[config.mk]
export PLATFORM = sky130hd
export DESIGN_NAME = detector_row_packet_deframer
export DESIGN_NICKNAME = d
export VERILOG_FILES = /design/src/rtl/dprd_pkg.sv /design/src/rtl/detector_row_packet_deframer.sv /design/src/rtl/dprd_front.sv /design/src/rtl/dprd_fifo.sv /design/src/rtl/dprd_back.sv
export VERILOG_INCLUDE_DIRS = /design/src /design/src/rtl
export SDC_FILE = /design/constraint.sdc
export NUM_CORES = 1
export LEC_CHECK = 0
export ABC_AREA = 1
export BUFFER_PORTS_ARGS = -buffer_cell sky130_fd_sc_hd__buf_2
export CORE_UTILIZATION = 55
export DETAILED_ROUTE_END_ITERATION = 10
export GPL_TIMING_DRIVEN = 1
export PLACE_DENSITY = 0.76
export SYNTH_ARGS = -nofsm -noshare
export SYNTH_HDL_FRONTEND = slang
export SYNTH_SLANG_ARGS = --single-unit
export TNS_END_PERCENT = 30
[constraint.sdc]
create_clock -name clk -period 6.01 [get_ports clk]
set_input_delay 0 -clock clk [delete_from_list [all_inputs] [get_ports clk]]
set_output_delay 0 -clock clk [all_outputs]
set_load 0.05 [all_outputs]
[src/rtl/detector_row_packet_deframer_assert.svh]
// ---------------------------------------------------------------------------
// Assertion macros for the row packet deframer
// Clocked implication checks, reset-qualified on the active-low reset.
// ---------------------------------------------------------------------------
`ifndef DETECTOR_ROW_PACKET_DEFRAMER_ASSERT_SVH
`define DETECTOR_ROW_PACKET_DEFRAMER_ASSERT_SVH

// same-cycle implication
`define DPRD_ASSERT_IMP(lbl, clk, rstn, ante, cons, msg) \
	lbl: assert property (@(posedge clk) disable iff (!rstn) (ante) |-> (cons)) \
		else $error(msg);

// next-cycle implication
`define DPRD_ASSERT_NXT(lbl, clk, rstn, ante, cons, msg) \
	lbl: assert property (@(posedge clk) disable iff (!rstn) (ante) |=> (cons)) \
		else $error(msg);

`endif

[src/rtl/dprd_pkg.sv]
// ---------------------------------------------------------------------------
// dprd_pkg
// Shared types and constants of the row packet deframer.
// ---------------------------------------------------------------------------
package dprd_pkg;

	localparam int DEF_MAX_COLUMNS = 1024;
	localparam int DEF_MAX_ROWS    = 1024;
	localparam int QUEUE_DEPTH     = 2;

	// wide enough for any clamped limit (up to 2047)
	localparam int LIM_W = 13;

	localparam int CFG_IW = 3;
	localparam int CFG_DW = 16;

	localparam logic [CFG_IW-1:0] REG_ROWS      = 3'd0;
	localparam logic [CFG_IW-1:0] REG_COLUMNS   = 3'd1;
	localparam logic [CFG_IW-1:0] REG_FLUSH     = 3'd2;
	localparam logic [CFG_IW-1:0] REG_START_MRK = 3'd3;
	localparam logic [CFG_IW-1:0] REG_END_MRK   = 3'd4;

	localparam logic [10:0] RST_ROWS      = 11'd1024;
	localparam logic [10:0] RST_COLUMNS   = 11'd1024;
	localparam logic [7:0]  RST_FLUSH     = 8'd75;
	localparam logic [15:0] RST_START_MRK = 16'd35981;
	localparam logic [15:0] RST_END_MRK   = 16'd36495;

	localparam logic [3:0] TAG_TIME_HI = 4'hF;
	localparam logic [3:0] TAG_TIME_LO = 4'hE;
	localparam logic [3:0] TAG_ROW     = 4'hD;
	localparam logic [3:0] TAG_T0_HI   = 4'hC;
	localparam logic [3:0] TAG_T0_LO   = 4'hB;
	localparam logic [3:0] TAG_T1_HI   = 4'hA;
	localparam logic [3:0] TAG_T1_LO   = 4'h9;

	localparam logic [2:0] KIND_PIXEL   = 3'd0;
	localparam logic [2:0] KIND_TIME    = 3'd1;
	localparam logic [2:0] KIND_TEMP0   = 3'd2;
	localparam logic [2:0] KIND_TEMP1   = 3'd3;
	localparam logic [2:0] KIND_ROW_END = 3'd4;

	typedef struct packed {
		logic [2:0]  kind;
		logic [23:0] value;
		logic [9:0]  row;
		logic [9:0]  column;
		logic [31:0] frame;
		logic        complete;
		logic [7:0]  phase;
	} result_t;

	typedef struct packed {
		logic full;
		logic nonempty;
	} q_stat_t;

endpackage

[src/rtl/detector_row_packet_deframer.sv]
// ---------------------------------------------------------------------------
// detector_row_packet_deframer
// Parses telemetry row packets into time, temperature, pixel and row-end words.
// ---------------------------------------------------------------------------
//  channel   handshake              payload
//  --------  ---------------------  -----------------------------------------
//  in        in_valid / in_ready    stream_word
//  out       out_valid / out_ready  result_kind, value, row_index,
//                                   column_index, frame_index,
//                                   frame_complete, plot_phase
//  cfg       cfg_we (no wait)       cfg_index, cfg_data
//
//  One word per cycle sustained while the queue is not full; the parser
//  decides each word in the cycle it is accepted and pushes at most one
//  result into a two-word queue. A result enters the queue at the edge that
//  takes its word and moves on into the output register when the output stage loads.
//  in_ready drops only while the queue is full, i.e. after the sink stalls.
//  Reset (arst_n low) restores the default registers and the parser state.
// ---------------------------------------------------------------------------
module detector_row_packet_deframer #(
	parameter int MAX_COLUMNS = dprd_pkg::DEF_MAX_COLUMNS,
	parameter int MAX_ROWS    = dprd_pkg::DEF_MAX_ROWS
) (
	input  logic                        clk,
	input  logic                        arst_n,
	// configuration
	input  logic                        cfg_we,
	input  logic [dprd_pkg::CFG_IW-1:0] cfg_index,
	input  logic [dprd_pkg::CFG_DW-1:0] cfg_data,
	// input words
	input  logic                        in_valid,
	output logic                        in_ready,
	input  logic [15:0]                 stream_word,
	// result words
	output logic                        out_valid,
	input  logic                        out_ready,
	output logic [2:0]                  result_kind,
	output logic [23:0]                 value,
	output logic [9:0]                  row_index,
	output logic [9:0]                  column_index,
	output logic [31:0]                 frame_index,
	output logic                        frame_complete,
	output logic [7:0]                  plot_phase
);

	logic              take, push, pop;
	dprd_pkg::result_t push_data, head, out_data;
	dprd_pkg::q_stat_t stat;

	// front stalls only on a full queue
	assign in_ready = !stat.full;
	assign take     = in_valid && in_ready;

	dprd_front #(
		.MAX_COLUMNS (MAX_COLUMNS),
		.MAX_ROWS    (MAX_ROWS)
	) u_front (
		.clk       (clk),
		.arst_n    (arst_n),
		.cfg_we    (cfg_we),
		.cfg_index (cfg_index),
		.cfg_data  (cfg_data),
		.take      (take),
		.word      (stream_word),
		.push      (push),
		.push_data (push_data)
	);

	dprd_fifo #(
		.DEPTH (dprd_pkg::QUEUE_DEPTH)
	) u_fifo (
		.clk       (clk),
		.arst_n    (arst_n),
		.push      (push),
		.push_data (push_data),
		.pop       (pop),
		.head      (head),
		.stat      (stat)
	);

	dprd_back u_back (
		.clk       (clk),
		.arst_n    (arst_n),
		.stat      (stat),
		.head      (head),
		.pop       (pop),
		.out_ready (out_ready),
		.out_valid (out_valid),
		.out_data  (out_data)
	);

	assign result_kind    = out_data.kind;
	assign value          = out_data.value;
	assign row_index      = out_data.row;
	assign column_index   = out_data.column;
	assign frame_index    = out_data.frame;
	assign frame_complete = out_data.complete;
	assign plot_phase     = out_data.phase;

endmodule

[src/rtl/dprd_front.sv]
// ---------------------------------------------------------------------------
// dprd_front
// Config registers and packet parser; one word per cycle while take is high, at most one result.
// ---------------------------------------------------------------------------
`include "detector_row_packet_deframer_assert.svh"

module dprd_front #(
	parameter int MAX_COLUMNS = dprd_pkg::DEF_MAX_COLUMNS,
	parameter int MAX_ROWS    = dprd_pkg::DEF_MAX_ROWS
) (
	input  logic                        clk,
	input  logic                        arst_n,
	input  logic                        cfg_we,
	input  logic [dprd_pkg::CFG_IW-1:0] cfg_index,
	input  logic [dprd_pkg::CFG_DW-1:0] cfg_data,
	input  logic                        take,
	input  logic [15:0]                 word,
	output logic                        push,
	output dprd_pkg::result_t           push_data
);

	localparam int PCW = $clog2(MAX_COLUMNS + 1);
	localparam int CRW = (MAX_ROWS > 1) ? $clog2(MAX_ROWS) : 1;
	localparam int LW  = dprd_pkg::LIM_W;

	typedef enum logic [3:0] {
		S_START, S_TIME_A, S_TIME_B, S_ROW,
		S_T0_A, S_T0_B, S_T1_A, S_T1_B, S_BODY
	} state_t;

	logic [10:0] rows_cfg_q, cols_cfg_q;
	logic [7:0]  flush_q;
	logic [15:0] start_mrk_q, end_mrk_q;

	state_t      state_q, state_d, st_eff;
	logic [PCW-1:0] pix_q, pix_d;
	logic [CRW-1:0] row_q, row_d;
	logic [11:0] time_hi_q, time_hi_d, t0_hi_q, t0_hi_d, t1_hi_q, t1_hi_d;
	logic [31:0] frame_q, frame_d;
	logic        armed_q, armed_d;
	logic [7:0]  phase_q, phase_d;

	logic [3:0]  tag;
	logic [11:0] low;
	logic [LW-1:0] rows_eff, cols_eff, pix_ext, row_ext;
	logic [8:0]  period, phase_inc;
	logic [7:0]  phase_nx;
	logic        last_row, emit;
	dprd_pkg::result_t res;

	always_ff @(posedge clk or negedge arst_n) begin
		if (!arst_n) begin
			rows_cfg_q  <= dprd_pkg::RST_ROWS;
			cols_cfg_q  <= dprd_pkg::RST_COLUMNS;
			flush_q     <= dprd_pkg::RST_FLUSH;
			start_mrk_q <= dprd_pkg::RST_START_MRK;
			end_mrk_q   <= dprd_pkg::RST_END_MRK;
		end else if (cfg_we) begin
			unique case (cfg_index)
				dprd_pkg::REG_ROWS:      rows_cfg_q  <= cfg_data[10:0];
				dprd_pkg::REG_COLUMNS:   cols_cfg_q  <= cfg_data[10:0];
				dprd_pkg::REG_FLUSH:     flush_q     <= cfg_data[7:0];
				dprd_pkg::REG_START_MRK: start_mrk_q <= cfg_data;
				dprd_pkg::REG_END_MRK:   end_mrk_q   <= cfg_data;
				default: ;
			endcase
		end
	end

	assign tag = word[15:12];
	assign low = word[11:0];

	assign rows_eff = (LW'(rows_cfg_q) > LW'(MAX_ROWS)) ? LW'(MAX_ROWS) : LW'(rows_cfg_q);
	assign cols_eff = (LW'(cols_cfg_q) > LW'(MAX_COLUMNS)) ? LW'(MAX_COLUMNS)
		: LW'(cols_cfg_q);
	assign pix_ext  = LW'(pix_q);
	assign row_ext  = LW'(row_q);

	// pixel budget used up: straight to end search
	assign st_eff = (pix_ext >= cols_eff) ? S_BODY : state_q;

	assign last_row  = (rows_eff != '0) && (row_ext == rows_eff - LW'(1)) && armed_q;
	// period zero wraps at 256
	assign period    = (flush_q == 8'd0) ? 9'd256 : {1'b0, flush_q};
	assign phase_inc = {1'b0, phase_q} + 9'd1;
	assign phase_nx  = (phase_inc >= period) ? 8'd0 : phase_inc[7:0];

	always_comb begin
		state_d   = st_eff;
		pix_d     = pix_q;
		row_d     = row_q;
		time_hi_d = time_hi_q;
		t0_hi_d   = t0_hi_q;
		t1_hi_d   = t1_hi_q;
		frame_d   = frame_q;
		armed_d   = armed_q;
		phase_d   = phase_q;
		emit      = 1'b0;
		res          = '0;
		res.row      = row_ext[9:0];
		res.frame    = frame_q;
		unique case (st_eff)
			S_START: begin
				if (word == start_mrk_q) state_d = S_TIME_A;
			end
			S_TIME_A: begin
				if (tag == dprd_pkg::TAG_TIME_HI) begin
					time_hi_d = low;
					state_d   = S_TIME_B;
				end
			end
			S_TIME_B: begin
				if (tag == dprd_pkg::TAG_TIME_LO) begin
					state_d   = S_ROW;
					emit      = 1'b1;
					res.kind  = dprd_pkg::KIND_TIME;
					res.value = {time_hi_q, low};
				end
			end
			S_ROW: begin
				if (tag == dprd_pkg::TAG_ROW && LW'(low) < rows_eff) begin
					row_d   = CRW'(low);
					state_d = S_T0_A;
					pix_d   = '0;
					if (low == 12'd0) begin
						frame_d = frame_q + 32'd1;
						armed_d = 1'b1;
					end
				end
			end
			S_T0_A: begin
				if (tag == dprd_pkg::TAG_T0_HI) begin
					t0_hi_d = low;
					state_d = S_T0_B;
				end
			end
			S_T0_B: begin
				if (tag == dprd_pkg::TAG_T0_LO) begin
					state_d   = S_T1_A;
					emit      = 1'b1;
					res.kind  = dprd_pkg::KIND_TEMP0;
					res.value = {t0_hi_q, low};
				end
			end
			S_T1_A: begin
				if (tag == dprd_pkg::TAG_T1_HI) begin
					t1_hi_d = low;
					state_d = S_T1_B;
				end
			end
			S_T1_B: begin
				if (tag == dprd_pkg::TAG_T1_LO) begin
					state_d   = S_BODY;
					emit      = 1'b1;
					res.kind  = dprd_pkg::KIND_TEMP1;
					res.value = {t1_hi_q, low};
				end
			end
			S_BODY: begin
				if (pix_ext < cols_eff) begin
					// pixels are taken unchecked, end marker included
					emit       = 1'b1;
					res.kind   = dprd_pkg::KIND_PIXEL;
					res.value  = {8'd0, word};
					res.column = pix_ext[9:0];
					pix_d      = pix_q + PCW'(1);
				end else if (word == end_mrk_q) begin
					pix_d    = '0;
					state_d  = S_START;
					emit     = 1'b1;
					res.kind = dprd_pkg::KIND_ROW_END;
					if (last_row) begin
						phase_d      = phase_nx;
						armed_d      = 1'b0;
						res.complete = 1'b1;
						res.phase    = phase_nx;
					end
				end
			end
			default: state_d = S_START;
		endcase
	end

	always_ff @(posedge clk or negedge arst_n) begin
		if (!arst_n) begin
			state_q   <= S_START;
			pix_q     <= '0;
			row_q     <= '0;
			time_hi_q <= '0;
			t0_hi_q   <= '0;
			t1_hi_q   <= '0;
			frame_q   <= '0;
			armed_q   <= 1'b0;
			phase_q   <= '0;
		end else if (take) begin
			state_q   <= state_d;
			pix_q     <= pix_d;
			row_q     <= row_d;
			time_hi_q <= time_hi_d;
			t0_hi_q   <= t0_hi_d;
			t1_hi_q   <= t1_hi_d;
			frame_q   <= frame_d;
			armed_q   <= armed_d;
			phase_q   <= phase_d;
		end
	end

	assign push      = take & emit;
	assign push_data = res;

	`DPRD_ASSERT_IMP(a_cmpl_row_end, clk, arst_n, push && push_data.complete, push_data.kind == dprd_pkg::KIND_ROW_END, "frame complete on a non row-end result")
	`DPRD_ASSERT_IMP(a_col_pixel_only, clk, arst_n, push && push_data.kind != dprd_pkg::KIND_PIXEL, push_data.column == 10'd0, "column set on a non-pixel result")
	`DPRD_ASSERT_NXT(a_frame_hold, clk, arst_n, !take, $stable(frame_q), "frame count moved without a word")

endmodule

[src/rtl/dprd_fifo.sv]
// ---------------------------------------------------------------------------
// dprd_fifo
// Short result queue between parser and output stage.
// ---------------------------------------------------------------------------
`include "detector_row_packet_deframer_assert.svh"

module dprd_fifo #(
	parameter int DEPTH = dprd_pkg::QUEUE_DEPTH
) (
	input  logic              clk,
	input  logic              arst_n,
	input  logic              push,
	input  dprd_pkg::result_t push_data,
	input  logic              pop,
	output dprd_pkg::result_t head,
	output dprd_pkg::q_stat_t stat
);

	localparam int AW = (DEPTH > 1) ? $clog2(DEPTH) : 1;
	localparam int CW = $clog2(DEPTH + 1);

	dprd_pkg::result_t mem_q [DEPTH];
	logic [AW-1:0] wr_ptr_q, rd_ptr_q;
	logic [CW-1:0] cnt_q;

	always_ff @(posedge clk) begin
		if (push) mem_q[wr_ptr_q] <= push_data;
	end

	always_ff @(posedge clk or negedge arst_n) begin
		if (!arst_n) begin
			wr_ptr_q <= '0;
			rd_ptr_q <= '0;
			cnt_q    <= '0;
		end else begin
			if (push) wr_ptr_q <= (wr_ptr_q == AW'(DEPTH - 1)) ? '0 : wr_ptr_q + AW'(1);
			if (pop)  rd_ptr_q <= (rd_ptr_q == AW'(DEPTH - 1)) ? '0 : rd_ptr_q + AW'(1);
			if (push && !pop)      cnt_q <= cnt_q + CW'(1);
			else if (pop && !push) cnt_q <= cnt_q - CW'(1);
		end
	end

	assign head          = mem_q[rd_ptr_q];
	assign stat.full     = (cnt_q == CW'(DEPTH));
	assign stat.nonempty = (cnt_q != '0);

	`DPRD_ASSERT_IMP(a_cnt_bound, clk, arst_n, 1'b1, cnt_q <= CW'(DEPTH), "queue count past depth")
	`DPRD_ASSERT_IMP(a_no_overflow, clk, arst_n, push, !stat.full || pop, "push into full queue")
	`DPRD_ASSERT_IMP(a_no_underflow, clk, arst_n, pop, stat.nonempty, "pop from empty queue")

endmodule

[src/rtl/dprd_back.sv]
// ---------------------------------------------------------------------------
// dprd_back
// Output register; drains the queue whenever the register is empty or the sink takes a word.
// ---------------------------------------------------------------------------
module dprd_back (
	input  logic              clk,
	input  logic              arst_n,
	input  dprd_pkg::q_stat_t stat,
	input  dprd_pkg::result_t head,
	output logic              pop,
	input  logic              out_ready,
	output logic              out_valid,
	output dprd_pkg::result_t out_data
);

	logic              vld_q;
	dprd_pkg::result_t data_q;
	logic              load;

	assign load = !vld_q || out_ready;
	assign pop  = load && stat.nonempty;

	always_ff @(posedge clk or negedge arst_n) begin
		if (!arst_n) begin
			vld_q <= 1'b0;
		end else if (load) begin
			vld_q <= stat.nonempty;
		end
	end

	always_ff @(posedge clk) begin
		if (pop) data_q <= head;
	end

	assign out_valid = vld_q;
	assign out_data  = data_q;

endmodule

==> metrics.txt, run 1 <==
run status finished, final reports clean; Seq. cell area 12200 um^2; syn_area_per_cell 10.2 um^2; initial antenna violation count 0; final setup violation count 0; cells after synthesis 1848; Peak supply drop 0.348 mV; setup ws final 1.24 ns; P&R area growth vs syn 14.6%; Slew Viols, Final 0; vias per inst 5.32; synth warn 0; pwr dens 489 nW/um^2; die area 35100 um^2; Iter 0 DRT Violations 964; Starting Density 56.2%; LEAKAGE 9.43 nW; Die Wd 187 um; first-pass GRT wire length 64200 um; vias in the first global route 12.7k; CP Capture Type flop; syn_nets 1923; largest net degree at the start of global routing 115; period utilisation layout 79.4%; CTS tree built; Final Hold Viols 0; port bufs 129; total vias in the final route 13.2k; post-route ant nets 0; H-tree levels 2; crit start category flop; # DRC 0; Final nets 2081; critical path arrival 5.01 ns; largest fanout on the critical path 33; CP Class flop to flop; class of the worst hold path input port to flop; Post-CTS Resized 0; post-detail-place hpwl 26900 um; CTS clk-pin slew, worst paths 0.06 ns; fillers 2583; RSZ-0062 raised after global routing false; dpl ws 1.25 ns; share of cells above drive strength 1 12.3%; Netlist cell types 41; worst slew pin tran 1.08 ns; Critical Path RT 6.25 ns; clk buf depth 3; CTS root buffer clkbuf_16; mapped cell area 18900 um^2; Setup Buffers After CTS 0; number of max-cap violations 0; I/O pin count 130; Seq/Total Area, Yosys 64.5%; Worst Skew 0.0238 ns; Fmax achieved 0.210 GHz; placed cell area 20000 um^2; WL final 39600 um; Max transition margin 27.8%; clock sinks 433; CTS Buf Count 43; multi-input logic area 5920 um^2; 1st-pass router iterations 5; Synth Flop Type edfxtp_1; row cnt 67; min cycle time layout 4.77 ns; Antenna Cells 0; CTS Hold Bufs 29; GRT overflow 0; GPL Wtd Cong 0.975; Skew-Pair Late Insertion Delay 0.55 ns; FFs w/ async S/R, synth 39.0%; Design Area, Final 21600 um^2; WL/cell 15.9 um; core area 33600 um^2; die height 187 um; Post-synth EDFFs 264; Synth Register Bits 433; Total GRT Usage 22.9%
critical path, stage by stage (launching register included):
cell      delay, ns
dfrtp_1        0.37
nor2_1         0.05
and3_1         0.17
a21oi_1        0.19
clkinv_1       0.23
nand2_1        0.13
ha_1           0.26
nand2_1        0.12
inv_1          0.06
nand2_1        0.06
a21oi_1        0.06
nor2_1         0.15
and2_1         0.35
nand4_1        0.17
inv_1          0.17
nand3_1        0.41
nand4_1        0.26
nand2_1        0.15
nor2_4         0.78
buf_12         0.30
Yosys cell counts, drive strengths merged (3+ instances only):
| library cell | instances | area [um^2] |
|---|---|---|
| nor3 | 30 | 170 |
| nor2 | 144 | 558 |
| a22oi | 6 | 45.0 |
| a21oi | 33 | 165 |
| nand3 | 62 | 315 |
| nand2 | 615 | 2320 |
| xnor2 | 35 | 314 |
| o21ai | 125 | 626 |
| or2 | 3 | 18.8 |
| nand3b | 10 | 75.1 |
| dfstp | 22 | 578 |
| nand4 | 32 | 213 |
| clkbuf | 38 | 143 |
| dfrtp | 147 | 3680 |
| buf | 15 | 90.1 |
| o211ai | 3 | 22.5 |
| ha | 35 | 438 |
| edfxtp | 264 | 7930 |
| inv | 150 | 563 |
| xor2 | 42 | 368 |
| a31oi | 12 | 75.1 |
| nor4 | 14 | 87.6 |
layer usage:
metal	vias to the layer above	share of wire, %	wire, um	GRT usage, %
met4	0	2.0	790	6.43
met3	63	6.8	2680	3.60
met2	445	47	18600	37.4
met1	6270	44	17600	32.0
li1	6457	-	-	-
met5	-	0	0	0
stage by stage:
stage          setup TNS, ns  total power, mW  hold slack, ns  std cells  utilization [%]
5_1_grt                    0             11.1          0.0191       2487             64.3
4_1_cts                    0             10.6        0.000299       2487             64.3
3_3_place_gp               0             7.98           0.217       2380             59.4
3_5_place_dp               0             8.07           0.238       2380             59.4
2_1_floorplan         -0.432             7.21          -0.296       1848                -
6_report                   0             10.6          0.0220       2487             64.3
worst paths after layout:
path                                        from                   to  slack [ns]  cells after the start
max reg2reg                u_front.cols_cfg_q[2]  u_fifo.mem_q[1][69]        1.24                     19
min                               stream_word[2]     u_front.row_q[2]        0.02                      3
max                        u_front.cols_cfg_q[2]  u_fifo.mem_q[1][69]        1.24                     19
min reg2reg                   u_front.t0_hi_q[9]   u_front.t0_hi_q[9]        0.49                      2
min in group asynchronous                 arst_n   u_front.phase_q[0]        0.18                      2
max in group asynchronous                 arst_n   u_front.t1_hi_q[5]        4.49                      3
where the power goes:
part	internal [mW]	switching, mW	leakage (nW)
sequential	4.25	0.251	4.61
combinational	0.767	2.76	4.16
clock	1.46	1.09	0.658
total	6.48	4.09	9.43
layout by cell type (no fill, tap or decap), drive strengths merged:
master	Yosys	final
nand2	615	615
and2	1	1
dlygate4sd3	0	29
nand3	62	62
ha	35	35
xnor2	35	35
a21o	2	2
nor4	14	14
o21bai	1	1
nor2	144	144
o21ai	125	125
a22oi	6	6
or2	3	3
xor2	42	42
edfxtp	264	264
clkbuf	38	62
dfstp	22	22
clkinvlp	0	2
a211oi	1	1
a31oi	12	12
nand3b	10	10
dfrtp	147	147
inv	150	150
and3	2	2
o211ai	3	3
o31ai	1	1
a21oi	33	33
nor3	30	30
bufinv	0	1
clkinv	1	14
o2111ai	2	2
buf	15	137
nand4	32	32
logic make-up after synthesis:
logic type	Yosys count	share of synthesized area [%]
fa+ha+maj	35	2.32
buf+inv	204	4.24
xor+xnor	77	3.61
flops	433	64.5
simple gates	913	20.0
compound gates	186	5.30
final cells by class:
type	instances	share of cell area, %
sequential	433	56.3
multi-input combinational	1211	27.4
clock buffer	62	5.64
timing repair buffer	166	4.81
inverter	151	2.63
tap	448	2.59
clock inverter	16	0.631
flip-flops by register name (all words and copies together) (netlist names), 11 cells and up:
name,count
u_back.out_data,88
u_fifo.mem_q,176
u_front.cols_cfg_q,11
u_front.end_mrk_q,16
u_front.frame_q,32
u_front.pix_q,11
u_front.rows_cfg_q,11
u_front.start_mrk_q,16
u_front.t0_hi_q,12
u_front.t1_hi_q,12
u_front.time_hi_q,12
Power figures use the tool's default switching activity.
==> run 2, diff against run 1 <==
Settings changed: ABC_AREA 1 to 0, CORE_UTILIZATION 55 to 54, PLACE_DENSITY 0.76 to 0.75.
Clock period 6.01 ns to 3.9 ns, I/O delays scaled along.
==> run 2 against run 1 <==
- routed wire length decreased by 1.4%
- final cell count decreased by 21%
- core utilization about the same
- global-route usage about the same
- clock power is 67% higher
- synthesized cell count down 30%
- clock-buffer cell count is 7 lower
- sequential cell count stayed put
- first-iteration DRC count shrank 26%
- sequential power grew 42%
- hold slack improved by 0.011 ns
==> metrics.txt, run 2 <==
pwr dens 664 nW/um^2; clk buf depth 3; period utilisation layout 91.7%; first-pass GRT wire length 62200 um; Netlist cell types 66; fillers 2401; Setup Buffers After CTS 0; Peak supply drop 0.566 mV; fin util 64.4%; Antenna Cells 0; Skew-Pair Late Insertion Delay 0.55 ns; GRT overflow 0; Final Hold Viols 0; core area 33600 um^2; GPL Wtd Cong 0.852; Hold EP u_front.row_q[6]; WL final 39100 um; CTS tree built; Seq. cell area 12200 um^2; Synth Register Bits 433; multi-input logic area 5980 um^2; vias in the first global route 11.2k; Total GRT Usage 22.9%; Iter 0 DRT Violations 716; Synth Flop Type edfxtp_1; top post-synthesis cells by area edfxtp_1 43%, dfrtp_1 20%, mux2_2 11%; CP Class flop to flop; Yosys top cell area share 42.9%; die height 187 um; critical path arrival 4.00 ns; total vias in the final route 11.0k; most frequent cells in the layout 264 x edfxtp_1, 188 x mux2_2, 146 x dfrtp_1; Post-synth EDFFs 264; I/O pin count 130; worst hold slack 0.0330 ns; WL/cell 20.0 um; Die Wd 187 um; LEAKAGE 8.76 nW; Seq/Total Area, Yosys 65.9%; Post-CTS Resized 0; Critical Path Source u_front.rows_cfg_q[10]; Starting Density 55.0%; CTS root buffer clkbuf_16; RSZ-0062 raised after global routing false; H-tree levels 2; Worst Skew 0.0149 ns; Hold Path Cell Cnt 2; die area 35000 um^2; synth warn 0; post-route ant nets 0; syn_area_per_cell 14.4 um^2; Max transition margin 31.8%; Largest Register u_fifo.mem_q; crit start category flop; CTS Hold Bufs 33; min-delay src stream_word[6]; list of most frequent post-synthesis cells 264 x edfxtp_1, 188 x mux2_2, 147 x dfrtp_1; mapped cell area 18500 um^2; share of cells above drive strength 1 30.9%; Fmax achieved 0.280 GHz; most common cell after layout, fill and taps aside edfxtp_1; P&R area growth vs syn 17.0%; flip-flop count of the largest register after layout 176; Slew Viols, Final 0; Final nets 1548; post-detail-place hpwl 25900 um; Power Total 14.4 mW; cells after synthesis 1285; cell with the most instances after synthesis edfxtp_1; Reg2Reg Depth 9; Critical Path RT 4.32 ns; class of the worst hold path input port to flop; largest net degree at the start of global routing 95; worst slew pin tran 1.02 ns; vias per inst 5.64; Reg2Reg Setup Slack 0.32 ns; number of max-cap violations 0; final setup violation count 0; min cycle time layout 3.58 ns; run status finished, final reports clean; CP Capture Type flop; 1st-pass router iterations 6; syn_nets 1360; CTS clk-pin slew, worst paths 0.07 ns; R2R Path End u_front.frame_q[27]; port bufs 129; final setup TNS 0 ns; largest fanout on the critical path 9; clock sinks 433; FFs w/ async S/R, synth 39.0%; reg2reg start u_front.rows_cfg_q[10]; row cnt 67; biggest area consumer among synthesized cells edfxtp_1; initial antenna violation count 0; # DRC 0; CTS Buf Count 43
[run 2: cell types whose count changed after synthesis, moves of 30 or more]
cell,before,now
nand2_1,612,78
nand3_1,61,31
mux2_2,0,188
nor2_1,137,47
o21ai_0,120,35
inv_1,147,32
[run 2: routing by layer]
layer	share of wire, %	up-vias	global-route usage, %
met5	0	-	0
met4	2.6	0	7.53
met3	4.7	70	4.13
met2	47	306	36.2
met1	46	5476	32.2
li1	-	5172	-
[run 2: worst max-delay path, stage by stage (launching register included)]
cell      delay [ns]
dfstp_2         0.60
or2b_1          0.18
ha_1            0.26
a211oi_1        0.23
o211ai_1        0.19
a2111o_1        0.49
or4b_2          0.73
nor4_1          0.45
nand4_1         0.17
xnor2_1         0.15
[run 2: cells by family after synthesis]
group	synth area share, %
buf+inv	1.87
fa+ha+maj	2.37
simple gates	9.37
compound gates	4.28
mux	12.0
flops	65.9
xor+xnor	4.22
[run 2: worst max-delay path by stage]
stage                                     end  slack (ns)  cells past startpoint
after floorplan            u_fifo.mem_q[0][0]        0.01                     11
after global placement    u_front.frame_q[27]        0.41                      9
after detailed placement  u_front.frame_q[27]        0.36                      9
after CTS                  u_front.phase_q[7]        0.35                     10
after global routing       u_fifo.mem_q[1][0]        0.13                     12
final                     u_front.frame_q[27]        0.32                      9
[run 2: metrics by stage]
step,worst slack (ns),instances,cell area [um^2]
after floorplan,0.0146,1285,18500
after global placement,0.414,1843,19800
after detailed placement,0.360,1843,19800
after CTS,0.349,1956,21600
after global routing,0.133,1956,21600
final,0.324,1956,21600
[run 2: final cells by class]
class                   count  area share [%]
clock buffers              55            5.44
clock inverters            25            1.36
inverters                  32           0.561
multi-input cells         764            27.7
flip-flops and latches    433            56.3
well taps                 448            2.59
repair buffers            199            6.05
[run 2: report_power, final]
group	internal [mW]	total, mW	switching, mW
Combinational	1.20	3.72	2.51
Sequential	5.88	6.39	0.512
Clock	2.54	4.25	1.70
==> run 3, diff against run 2 <==
Settings changed: CORE_ASPECT_RATIO from default to 1.4, CORE_MARGIN from default to 10, GPL_TIMING_DRIVEN 1 to 0.
==> run 3 against run 2 <==
- clock skew rose by 0.0088 ns
- core utilization fell by 1.4 points
- critical path type unchanged
- clock-buffer cell count fell by 3
- sequential cell count did not move
- design area fell by 1.3%
- final cell count rose by 0.41%
- die area rose by 20%
- sequential power fell by 3%
- via count rose by 0.25%
==> metrics.txt, run 3 (synthesis gave the netlist of run 2 again) <==
clock sinks 433; Non-Filler Instances 1964; LEAKAGE 8.51 nW; die height 239 um; final setup TNS 0 ns; CTS Buf Count 39; post-detail-place hpwl 27700 um; Skew-Pair Late Insertion Delay 0.54 ns; CTS tree built; Die Wd 176 um; Largest stage delay, worst path 0.77 ns; number of max-cap violations 0; Cell Int Power 9.13 mW; post-route ant nets 0; 1st-pass router iterations 5; Worst Skew 0.0237 ns; clk buf depth 3; Seq. cell area 12200 um^2; Net Sw Frac 33.9%; min cycle time layout 3.87 ns; crit start category flop; Reg2Reg Depth 10; clock power share 26.6%; share of cells above drive strength 1 28.2%; Antenna Cells 0; Iter 0 DRT Violations 675; period utilisation layout 99.3%; GPL Wtd Cong 0.930; die area 42100 um^2; Switch Pwr 4.69 mW; Final Hold Viols 0; critical path arrival 4.29 ns; H-tree levels 2; Fmax achieved 0.258 GHz; vias per inst 5.63; Final nets 1557; Max transition margin 34.6%; GRT overflow 0; Slew Viols, Final 0; first-pass GRT wire length 61900 um; fillers 2525; Critical Path RT 4.32 ns; crit-path cells inv_1 > clkbuf_2 > ha_1 > nor4b_1 > o211ai_1 > a2111o_1 > or4b_2 > nor4_1 > nand4_1 > xnor2_1; most common cell after layout, fill and taps aside edfxtp_1; final setup violation count 0; Peak supply drop 0.336 mV; pwr dens 647 nW/um^2; initial antenna violation count 0; run status finished, final reports clean; slowest CP cell or4b_2; port bufs 125; WL/cell 19.9 um; # DRC 0; vias in the first global route 11.2k; Total GRT Usage 18.6%; most frequent cells in the layout 264 x edfxtp_1, 188 x mux2_2, 147 x dfrtp_1; P&R area growth vs syn 15.5%; total vias in the final route 11.1k; core area 33900 um^2; Critical Path Source u_front.rows_cfg_q[10]; reg2reg start u_front.rows_cfg_q[10]; I/O pin count 130; worst slew pin tran 0.974 ns; flip-flop count of the largest register after layout 176; CTS clk-pin slew, worst paths 0.07 ns; Largest Register u_fifo.mem_q; row cnt 80; Starting Density 54.5%; sequential power share 44.9%; placed insts 1866; CP Class flop to flop; combinational share of power 28.5%; CP Capture Type flop; class of the worst hold path input port to asynchronous set/reset pin; multi-input logic area 6010 um^2; largest net degree at the start of global routing 93; WL final 39200 um; CTS root buffer clkbuf_16; RSZ-0062 raised after global routing true; largest fanout on the critical path 10
## run 3: cell types whose count changed in the layout (fill, tap and decap cells not counted), sizes merged
cell	delta
clkbuf	+47
buf	-30
dlygate4sd3	-8
clkinv	-5
bufinv	-4
clkinvlp	+4
nor2	+1
## run 3: path summary, 6_finish.rpt
| check | to | slack [ns] |
|---|---|---|
| setup / recovery | u_front.frame_q[27] | 0.03 |
| hold / removal | u_front.frame_q[11] | 0.03 |
| setup reg to reg | u_front.frame_q[27] | 0.03 |
| hold reg to reg | u_front.frame_q[31] | 0.50 |
| max in group asynchronous | u_front.start_mrk_q[0] | 2.97 |
| min in group clk | u_front.end_mrk_q[3] | 0.04 |
## run 3: critical path: cells and delay by family (launching register included)
kind | cells | cell delay, ns
simple gates | 4 | 1.69
compound gates | 2 | 0.73
flops | 1 | 0.60
buf+inv | 2 | 0.36
fa+ha+maj | 1 | 0.23
xor+xnor | 1 | 0.15
## run 3: cell type report
class | count | area share [%]
Timing Repair Buffer | 156 | 4.76
Multi-Input combinational cell | 765 | 28.2
Sequential cell | 433 | 57.0
Buffer | 55 | 1.05
Tap cell | 451 | 2.64
Clock inverter | 20 | 0.785
Inverter | 32 | 0.574
Clock buffer | 52 | 4.99
## run 3: metrics by stage
stage | util [%] | setup slack (ns) | power [mW] | hold slack [ns] | cell area, um^2
finish | 62.9 | 0.0261 | 13.8 | 0.0341 | 21400
global route | 62.9 | -0.166 | 14.4 | 0.0497 | 21400
CTS | 62.9 | 0.0149 | 14.0 | 0.0281 | 21300
detailed placement | 58.4 | -0.490 | 10.2 | 0.00753 | 19800
global placement | 58.0 | -1.21 | 10.1 | 0.246 | 19700
floorplan | - | 0.0146 | 9.16 | -0.296 | 18500
## run 3: what timing repair did
action,CTS,global route
hold endpoints to repair,210,0
endpoints found under the setup margin,108,148
pin swaps,1,0
cloned,1,0
hold buffers,25,0
setup buffers,1,0
gates resized for setup,2,6
## run 3: layer usage
layer  share of wire [%]  track usage (%)  up-vias
li1                    -                -     5177
met1                  41             23.0     5512
met2                  51             32.0      301
met3                 5.5             2.92       62
met4                 3.0             6.87        0
met5                   0                0        -
## run 3: power by group through the flow
stage | Sequential [mW] | Combinational, mW | Clock [mW]
after global routing | 6.28 | 4.21 | 3.94
after CTS | 6.20 | 3.98 | 3.77
final | 6.20 | 3.94 | 3.68
after detailed placement | 6.28 | 3.94 | 0
after global placement | 6.30 | 3.82 | 0
after floorplan | 7.54 | 1.61 | 0
